File: src/rtl/sdsm_pkg.sv
// Shared types and constants for the speed driven sound modulator.
package sdsm_pkg;

  typedef enum logic [1:0] {
    ACT_NONE   = 2'd0,
    ACT_START  = 2'd1,
    ACT_STOP   = 2'd2,
    ACT_UPDATE = 2'd3
  } sdsm_action_e;

  typedef struct packed {
    logic [15:0] speed;
    logic        frozen;
    logic        sound_alive;
  } sdsm_in_t;

  typedef struct packed {
    sdsm_action_e action;
    logic [15:0]  freq_mul;
    logic [15:0]  volume_mul;
  } sdsm_out_t;

  // Request to and response from the shared blend unit.
  typedef struct packed {
    logic        start;
    logic [15:0] a;
    logic [15:0] b;
    logic [15:0] num;
    logic [15:0] den;
  } sdsm_blend_req_t;

  typedef struct packed {
    logic        done;
    logic [15:0] result;
  } sdsm_blend_rsp_t;

  localparam int unsigned CfgIdxW = 8;

  localparam logic [CfgIdxW-1:0] CFG_START_SPEED  = 8'd0;
  localparam logic [CfgIdxW-1:0] CFG_MIDDLE_SPEED = 8'd1;
  localparam logic [CfgIdxW-1:0] CFG_LOW_SPEED    = 8'd2;
  localparam logic [CfgIdxW-1:0] CFG_HIGH_SPEED   = 8'd3;
  localparam logic [CfgIdxW-1:0] CFG_FREQ_ENDS    = 8'd4;
  localparam logic [CfgIdxW-1:0] CFG_LOW_VOLUME   = 8'd5;
  localparam logic [CfgIdxW-1:0] CFG_MIDDLE_VOLUME = 8'd6;
  localparam logic [CfgIdxW-1:0] CFG_HIGH_VOLUME  = 8'd7;

  localparam logic [15:0] UNIT_Q12       = 16'd4096;
  localparam logic [15:0] STOP_MARGIN_Q8 = 16'd51;
  localparam logic [15:0] STOP_FLOOR_Q8  = 16'd26;
  localparam logic [15:0] STOP_SPLIT_Q8  = 16'd77;
  localparam logic [1:0]  QUALIFY_LAST   = 2'd3;

endpackage

File: src/rtl/sdsm_blend.sv
// Shared multiply-accumulate and restoring divider for one rounded interpolation.
module sdsm_blend (
  input  logic                     clk_i,
  input  logic                     rst_ni,
  input  sdsm_pkg::sdsm_blend_req_t req_i,
  output sdsm_pkg::sdsm_blend_rsp_t rsp_o
);
  import sdsm_pkg::*;

  typedef enum logic [1:0] {
    B_IDLE,
    B_MUL_A,
    B_MUL_B,
    B_DIV
  } blend_state_e;

  blend_state_e state_q;
  logic [15:0]  a_q, b_q, num_q, den_q;
  logic [32:0]  acc_q;
  logic [15:0]  rem_q, quo_q;
  logic [3:0]   cnt_q;
  logic         done_q;

  logic [15:0] mul_x, mul_y;
  logic [31:0] prod;
  logic [32:0] sum_b;
  logic [16:0] trial;
  logic        trial_ge;
  logic [16:0] trial_sub;

  assign mul_x = (state_q == B_MUL_A) ? a_q : b_q;
  assign mul_y = (state_q == B_MUL_A) ? (den_q - num_q) : num_q;
  assign prod  = {16'd0, mul_x} * {16'd0, mul_y};
  assign sum_b = acc_q + {1'b0, prod};

  // One restoring step: bring down the next dividend bit.
  assign trial     = {rem_q, quo_q[15]};
  assign trial_ge  = trial >= {1'b0, den_q};
  assign trial_sub = trial - {1'b0, den_q};

  always_ff @(posedge clk_i or negedge rst_ni) begin
    if (!rst_ni) begin
      state_q <= B_IDLE;
      done_q  <= 1'b0;
      cnt_q   <= '0;
    end else begin
      done_q <= (state_q == B_DIV) && (cnt_q == 4'd15);
      case (state_q)
        B_IDLE: begin
          if (req_i.start) begin
            a_q     <= req_i.a;
            b_q     <= req_i.b;
            num_q   <= req_i.num;
            den_q   <= req_i.den;
            state_q <= B_MUL_A;
          end
        end
        B_MUL_A: begin
          // a * (den - num) plus half the divisor for rounding
          acc_q   <= {1'b0, prod} + {18'd0, den_q[15:1]};
          state_q <= B_MUL_B;
        end
        B_MUL_B: begin
          rem_q   <= sum_b[31:16];
          quo_q   <= sum_b[15:0];
          cnt_q   <= '0;
          state_q <= B_DIV;
        end
        B_DIV: begin
          rem_q <= trial_ge ? trial_sub[15:0] : trial[15:0];
          quo_q <= {quo_q[14:0], trial_ge};
          cnt_q <= cnt_q + 4'd1;
          if (cnt_q == 4'd15) begin
            state_q <= B_IDLE;
          end
        end
        default: state_q <= B_IDLE;
      endcase
    end
  end

  assign rsp_o.done   = done_q;
  assign rsp_o.result = quo_q;

`ifndef SYNTHESIS
  a_done_after_div: assert property (@(posedge clk_i) disable iff (!rst_ni)
    done_q |-> $past(state_q == B_DIV))
    else $error("blend done without a divide step");

  a_rem_below_den: assert property (@(posedge clk_i) disable iff (!rst_ni)
    state_q == B_DIV |-> rem_q < den_q)
    else $error("blend remainder reached the divisor");

  a_start_when_idle: assert property (@(posedge clk_i) disable iff (!rst_ni)
    req_i.start |-> state_q == B_IDLE)
    else $error("blend started while busy");
`endif

endmodule

File: src/rtl/speed_driven_sound_modulator.sv
// Top level of the speed driven sound modulator: control, registers, sequencer.
//
// One speed sample per tick enters on the input channel (in_valid_i, in_stall_o,
// in_data_i); a request is taken when valid is high and stall is low. Every
// request gives exactly one result on the output channel (out_valid_o,
// out_stall_i, out_data_o), in order.
// Register writes use cfg_valid_i / cfg_ready_o with cfg_index_i and
// cfg_data_i; ready is always high, indexes above 7 are dropped.
// When no interpolation is needed (none, start, stop, or an update clamped at
// an end speed), the sequencer goes from S_DECIDE straight to S_FINISH. An
// interpolated update runs two blends one after the other on one shared
// multiplier and 16-step restoring divider, first in S_FREQ, then in S_VOL.
// The block holds in_stall_o high while it works on a request and takes the
// next one only after the result is loaded, so a new request is never taken
// before the last one is through.
// The output register frees the working logic: a new request is taken while
// a result still waits; the next result holds until the receiver takes it.
// Reset clears the sound state and the qualify count and loads the register
// defaults; no result is pending after reset.
module speed_driven_sound_modulator (
  input  logic                           clk_i,
  input  logic                           rst_ni,
  input  logic                           in_valid_i,
  output logic                           in_stall_o,
  input  sdsm_pkg::sdsm_in_t             in_data_i,
  output logic                           out_valid_o,
  input  logic                           out_stall_i,
  output sdsm_pkg::sdsm_out_t            out_data_o,
  input  logic                           cfg_valid_i,
  output logic                           cfg_ready_o,
  input  logic [sdsm_pkg::CfgIdxW-1:0]   cfg_index_i,
  input  logic [31:0]                    cfg_data_i
);
  import sdsm_pkg::*;

  typedef enum logic [2:0] {
    S_IDLE,
    S_DECIDE,
    S_FREQ,
    S_VOL,
    S_FINISH
  } state_e;

  // Configuration registers
  logic [15:0] start_speed_q, middle_speed_q, low_speed_q, high_speed_q;
  logic [31:0] freq_ends_q;
  logic [15:0] low_vol_q, middle_vol_q, high_vol_q;

  state_e       state_q;
  sdsm_in_t     in_q;
  logic         active_q;
  logic [1:0]   qual_q;
  sdsm_action_e act_q;
  logic [15:0]  freq_q, vol_q;
  logic         seg_hi_q;
  logic [15:0]  num_q, den_q;
  logic         start_q;
  logic         start_d;
  logic         out_valid_q;
  sdsm_out_t    out_q;

  sdsm_blend_req_t blend_req;
  sdsm_blend_rsp_t blend_rsp;

  // Decision for the latched request
  logic         hold;
  logic         act_live;
  logic [15:0]  stop_thr;
  sdsm_action_e act_d;
  logic         active_d;
  logic [1:0]   qual_d;
  logic         seg_hi;
  logic         clamp;
  logic [15:0]  clamp_freq, clamp_vol;
  logic [15:0]  num_d, den_d;
  logic [15:0]  freq_lo, freq_hi;

  assign cfg_ready_o = 1'b1;
  assign freq_lo = freq_ends_q[15:0];
  assign freq_hi = freq_ends_q[31:16];

  always_ff @(posedge clk_i or negedge rst_ni) begin
    if (!rst_ni) begin
      start_speed_q  <= 16'd256;
      middle_speed_q <= 16'd512;
      low_speed_q    <= 16'd128;
      high_speed_q   <= 16'd1024;
      freq_ends_q    <= 32'h1000_1000;
      low_vol_q      <= 16'd4096;
      middle_vol_q   <= 16'd4096;
      high_vol_q     <= 16'd4096;
    end else if (cfg_valid_i && cfg_ready_o) begin
      case (cfg_index_i)
        CFG_START_SPEED:   start_speed_q  <= cfg_data_i[15:0];
        CFG_MIDDLE_SPEED:  middle_speed_q <= cfg_data_i[15:0];
        CFG_LOW_SPEED:     low_speed_q    <= cfg_data_i[15:0];
        CFG_HIGH_SPEED:    high_speed_q   <= cfg_data_i[15:0];
        CFG_FREQ_ENDS:     freq_ends_q    <= cfg_data_i;
        CFG_LOW_VOLUME:    low_vol_q      <= cfg_data_i[15:0];
        CFG_MIDDLE_VOLUME: middle_vol_q   <= cfg_data_i[15:0];
        CFG_HIGH_VOLUME:   high_vol_q     <= cfg_data_i[15:0];
        default: ;
      endcase
    end
  end

  always_comb begin
    hold     = in_q.frozen && !active_q;
    act_live = active_q && in_q.sound_alive;
    stop_thr = (start_speed_q >= STOP_SPLIT_Q8) ? (start_speed_q - STOP_MARGIN_Q8)
                                                : STOP_FLOOR_Q8;
    act_d    = ACT_NONE;
    active_d = active_q;
    qual_d   = qual_q;
    if (!hold) begin
      if (act_live) begin
        if (in_q.speed <= stop_thr) begin
          active_d = 1'b0;
          act_d    = ACT_STOP;
        end else begin
          active_d = 1'b1;
          act_d    = ACT_UPDATE;
        end
      end else begin
        active_d = 1'b0;
        if (in_q.speed > start_speed_q) begin
          if (qual_q >= QUALIFY_LAST) begin
            qual_d   = 2'd0;
            active_d = 1'b1;
            act_d    = ACT_START;
          end else begin
            qual_d = qual_q + 2'd1;
          end
        end else begin
          qual_d = 2'd0;
        end
      end
    end

    // Segment selection and end clamps
    seg_hi = in_q.speed >= middle_speed_q;
    if (seg_hi) begin
      clamp      = in_q.speed >= high_speed_q;
      clamp_freq = freq_hi;
      clamp_vol  = high_vol_q;
      num_d      = in_q.speed - middle_speed_q;
      den_d      = high_speed_q - middle_speed_q;
    end else begin
      clamp      = in_q.speed <= low_speed_q;
      clamp_freq = freq_lo;
      clamp_vol  = low_vol_q;
      num_d      = middle_speed_q - in_q.speed;
      den_d      = middle_speed_q - low_speed_q;
    end
  end

  // Launch a blend for the frequency, then again for the volume
  assign start_d = (state_q == S_DECIDE && act_d == ACT_UPDATE && !clamp) ||
                   (state_q == S_FREQ && blend_rsp.done);

  always_comb begin
    blend_req.start = start_q;
    blend_req.num   = num_q;
    blend_req.den   = den_q;
    if (state_q == S_FREQ) begin
      blend_req.a = UNIT_Q12;
      blend_req.b = seg_hi_q ? freq_hi : freq_lo;
    end else begin
      blend_req.a = middle_vol_q;
      blend_req.b = seg_hi_q ? high_vol_q : low_vol_q;
    end
  end

  sdsm_blend u_blend (
    .clk_i  (clk_i),
    .rst_ni (rst_ni),
    .req_i  (blend_req),
    .rsp_o  (blend_rsp)
  );

  always_ff @(posedge clk_i or negedge rst_ni) begin
    if (!rst_ni) begin
      state_q     <= S_IDLE;
      active_q    <= 1'b0;
      qual_q      <= 2'd0;
      start_q     <= 1'b0;
      out_valid_q <= 1'b0;
    end else begin
      start_q <= start_d;
      // Drop the taken result unless S_FINISH reloads the register
      if (out_valid_q && !out_stall_i && state_q != S_FINISH) begin
        out_valid_q <= 1'b0;
      end
      case (state_q)
        S_IDLE: begin
          if (in_valid_i) begin
            in_q    <= in_data_i;
            state_q <= S_DECIDE;
          end
        end
        S_DECIDE: begin
          active_q <= active_d;
          qual_q   <= qual_d;
          act_q    <= act_d;
          seg_hi_q <= seg_hi;
          num_q    <= num_d;
          den_q    <= den_d;
          if (act_d == ACT_UPDATE && !clamp) begin
            state_q <= S_FREQ;
          end else begin
            freq_q  <= (act_d == ACT_UPDATE) ? clamp_freq : 16'd0;
            vol_q   <= (act_d == ACT_UPDATE) ? clamp_vol : 16'd0;
            state_q <= S_FINISH;
          end
        end
        S_FREQ: begin
          if (blend_rsp.done) begin
            freq_q  <= blend_rsp.result;
            state_q <= S_VOL;
          end
        end
        S_VOL: begin
          if (blend_rsp.done) begin
            vol_q   <= blend_rsp.result;
            state_q <= S_FINISH;
          end
        end
        S_FINISH: begin
          // Load only when the output register is free or being drained
          if (!out_valid_q || !out_stall_i) begin
            out_q.action     <= act_q;
            out_q.freq_mul   <= freq_q;
            out_q.volume_mul <= vol_q;
            out_valid_q      <= 1'b1;
            state_q          <= S_IDLE;
          end
        end
        default: state_q <= S_IDLE;
      endcase
    end
  end

  assign in_stall_o  = (state_q != S_IDLE);
  assign out_valid_o = out_valid_q;
  assign out_data_o  = out_q;

`ifndef SYNTHESIS
  a_idle_mults_zero: assert property (@(posedge clk_i) disable iff (!rst_ni)
    out_valid_o && out_data_o.action != ACT_UPDATE |->
      out_data_o.freq_mul == 16'd0 && out_data_o.volume_mul == 16'd0)
    else $error("multipliers nonzero on a result that is not an update");

  a_count_only_silent: assert property (@(posedge clk_i) disable iff (!rst_ni)
    qual_q != 2'd0 |-> !active_q)
    else $error("qualify count nonzero while sound is active");

  a_blend_done_expected: assert property (@(posedge clk_i) disable iff (!rst_ni)
    blend_rsp.done |-> state_q == S_FREQ || state_q == S_VOL)
    else $error("blend result arrived outside an interpolation step");

  a_update_keeps_active: assert property (@(posedge clk_i) disable iff (!rst_ni)
    state_q == S_FINISH && act_q == ACT_UPDATE |-> active_q)
    else $error("update issued without an active sound");
`endif

endmodule
File: config.mk
export PLATFORM = sky130hd
export DESIGN_NAME = speed_driven_sound_modulator
export DESIGN_NICKNAME = d
export VERILOG_FILES = /design/src/rtl/sdsm_pkg.sv /design/src/rtl/sdsm_blend.sv /design/src/rtl/speed_driven_sound_modulator.sv
export SDC_FILE = /design/constraint.sdc
export NUM_CORES = 2
export LEC_CHECK = 0
export ABC_AREA = 1
export BUFFER_PORTS_ARGS = -buffer_cell sky130_fd_sc_hd__buf_2
export CORE_MARGIN = 2
export CORE_UTILIZATION = 65
export DETAILED_ROUTE_END_ITERATION = 12
export PLACE_DENSITY = 0.83
export SLEW_MARGIN = 20
export SYNTH_ARGS = -nofsm -noshare
export SYNTH_HDL_FRONTEND = slang
export SYNTH_SLANG_ARGS = --single-unit
File: constraint.sdc
create_clock -name clk_i -period 15.6 [get_ports clk_i]
set_clock_uncertainty 0.05 [all_clocks]
set_input_delay 0 -clock clk_i [delete_from_list [all_inputs] [get_ports clk_i]]
set_output_delay 0 -clock clk_i [all_outputs]
set_load 0.1 [all_outputs]
==> impl_metrics.csv <==
group,metric,value,unit
placed_design,numPortBuffers,98,
floorplanning,core-area,0.0526,sq mm
global_routing,grt_use_total,37.3,%
critical_path,critPathRequiredTime,15.89,ns
timing,fmax,104,MHz
clocking,clk_path_buf_depth,3,
run_status,status,"completed",
synth,synth-xor-area-share,2.43,%
floorplanning,rows,84,
layout,drive_gt1_share,8.59,%
synth,synth_seq_area_share,33.0,%
global_routing,grt_pass1_wl,161,mm
synth,synth_top_area_share,21.4,%
clocking,post_cts_resized,0,
clocking,cts_made_buffers,43,
synth,synthDistinctLibCells,64,
floorplanning,dieArea,0.0551,sq mm
layout,final_util,72.2,%
route,routed_wl,102,mm
synth,async_flop_share,39.2,%
synth,synth_seq_cells,406,
timing,period_share,61.4,%
floorplanning,chipHeight,235,um
critical_path,cp_common_cell,"inv_1",
synth,synth_edf_count,247,
floorplanning,num_io_pins,100,
route,first_iter_violations,2742,
clocking,path_clk_slew,0.07,ns
layout,final-seq-area,0.0114,sq mm
global_routing,grt-ovfl-total,0,
synth,synth_compound_area_share,10.8,%
clocking,htreeDepth,2,
critical_path,critPathKind,"flip-flop to flip-flop",
timing,timing.setup.tns,0,ns
route,wl_per_cell,20.4,um
synth,synthAdderAreaFrac,23.1,%
synth,syn_inst,4134,
clocking,hold_buffers,71,
timing,fin_ws,6.02,ns
timing,timing_hold_violations_final,0,
critical_path,arrival,9.87,ns
route,route.detailed.drc,0,
synth,avgSynthCellArea,8.37,sq um
timing,period_minus_slack,9.58,ns
min_path,hp-class,"primary input to flip-flop",
layout,final_area,0.0379,sq mm
synth,ys.flop_type,"edfxtp_1",
placed_design,dp_slack,6.29,ns
critical_path,crit_path_end_kind,"flip-flop",
critical_path,cpPeakStageDelay,0.63,ns
layout,num-fill-cells,3909,
global_routing,antenna_found_initial,1,
route,viasPerCell,5.94,
critical_path,cp-start-kind,"flip-flop",
critical_path,r2r_cells,34,
layout,syn_to_final_growth,9.60,%
clocking,cts.sinks,406,
route,num_vias,29700,
critical_path,critPathSlowestCell,"o21ai_1",
timing,rsz0062_at_grt,"false",
timing,tightestPinTransition,1.20,ns
min_path,hold_path_depth,4,
clocking,cts-root-buf,"clkbuf_16",
layout,layout.nets,4867,
critical_path,cp_max_fo,46,
timing,setup_viol,0,
synth,syn-num-nets,4715,
clocking,clkLatencyLatePin,0.60,ns
clocking,postCtsSetupBuffers,0,
synth,netlist_area,0.0346,sq mm
floorplanning,die_w,235,um
timing,maxSlewHeadroom,19.5,%
synth,synth_area_leader_cell,"edfxtp_1",
synth,yosys.area_share.simple,20.2,%
flow_run,drv_cap,0,
timing,drv_slew,0,
global_routing,grt_pass1_vias,29600,
global_routing,grt_start_max_net_pins,59,
synth,synth_area_leaders,"edfxtp_1 (21%), fa_1 (12%), ha_1 (11%)",
clocking,cts_tree,"yes",
synth,ys_warn_count,0,
synth,synth_mux_area_share,1.56,%
layout,multi_input_area,0.0202,sq mm
route,ant_nets,0,
placed_design,routabilityCongestion,0.988,
route,dr.pass1.iters,6,
floorplanning,start_util,65.9,%
placed_design,hpwl,78.1,mm
placed_design,placed_cell_area,0.0358,sq mm
synth,synth_top_family_by_area,"adder cells",
## state kept, by name, indices dropped and copies added, names as in the netlist, 18 cells and up
signal and count:
freq_ends_q 32, in_q 18, u_blend.acc_q 32, out_data_o 34
## cell families (layout without fill, tap and decap cells)
family                     Yosys count  in the layout
other                                1              2
xor gates and xnor gates            96             96
DFF                                406            406
buffers and inverters              791            978
and+or+nand+nor                   1591           1591
AOI/OAI and AO/OA                  677            677
adders and majority gates          518            518
muxes                               54             54
## final timing paths
kind | startpoint | end | slack [ns]
setup / recovery | u_blend.state_q[1] | u_blend.rem_q[15] | 6.02
max in group asynchronous | rst_ni | u_blend.cnt_q[1] | 13.63
setup reg to reg | u_blend.state_q[1] | u_blend.rem_q[15] | 6.02
hold reg to reg | num_q[0] | u_blend.num_q[0] | 0.36
min in group asynchronous | rst_ni | middle_vol_q[12] | 0.51
hold / removal | cfg_index_i[3] | freq_ends_q[15] | 0.05
## cells in the final DEF, fill, tap and decap left out, drive strengths merged, types with 10 or more instances in the layout
cell and n:
inv 700, mux2i 54, a21o 21, edfxtp 247, nor2 307, ha 316, o22ai 37, fa 202
clkbuf 54, o211ai 27, buf 125, nand3 216, dlygate4sd3 70, xor2 67, or2 58, nand2 912
o21a 10, clkinv 21, o21ai 324, dfrtp 150, xnor2 29, o21bai 12, nand4 40, nor3 36
a21oi 210
## metal layers
layer  part of all wire, %  wire, um  global-route usage (%)
met5                 0.013        13                       0
met2                    47     47900                    61.9
met4                   6.9      7070                    21.7
met3                   8.9      9130                    7.88
met1                    37     38100                    45.0
## area by class of cell
type / instances / area share (%)
multi-input cells: 2937 / 53.2
flip-flops and latches: 406 / 30.1
inverters: 703 / 6.96
repair buffers: 195 / 3.74
clock buffers: 54 / 3.11
well taps: 688 / 2.27
clock inverters: 26 / 0.637
diodes: 1 / 0.00660
## stage by stage
step / cells / hold slack, ns
6_report: 5010 / 0.0501
5_1_grt: 5009 / 0.0609
4_1_cts: 5009 / 0.0240
3_5_place_dp: 4858 / -0.0307
3_3_place_gp: 4858 / -0.0267
2_1_floorplan: 4134 / -0.346
## synthesized netlist by cell type, types with 5 or more instances
library cell / number
a21oi_1: 208
ha_1: 316
a21o_1: 21
nand2_1: 867
clkbuf_1: 44
o21ai_0: 242
nand3_2: 14
dfrtp_1: 150
edfxtp_1: 247
nand3b_1: 7
nor2_4: 8
inv_2: 10
fa_1: 202
o21a_1: 10
o211ai_1: 27
nor2_2: 11
mux2i_1: 54
o22ai_1: 37
xor2_1: 67
nor2_1: 286
dfstp_2: 9
clkinv_1: 7
nand3_1: 200
o21ai_1: 74
nand2_4: 8
o21bai_1: 12
nand2_2: 37
a21boi_0: 8
nor3_1: 36
o31ai_1: 6
o21ai_2: 8
buf_2: 28
xnor2_1: 29
nand4_1: 40
or2_2: 55
a31oi_1: 5
inv_1: 685
buf_4: 9
## worst max-delay path, delay by kind of cell (launching register included)
family | cells | cell delay [ns]
adders and majority gates | 9 | 3.55
AOI/OAI and AO/OA | 9 | 2.28
buffers and inverters | 7 | 1.66
and+or+nand+nor | 9 | 1.37
DFF | 1 | 0.40
Power is not shown: default switching activity piles up to over one toggle a cycle in this logic, so the estimate is an artifact.
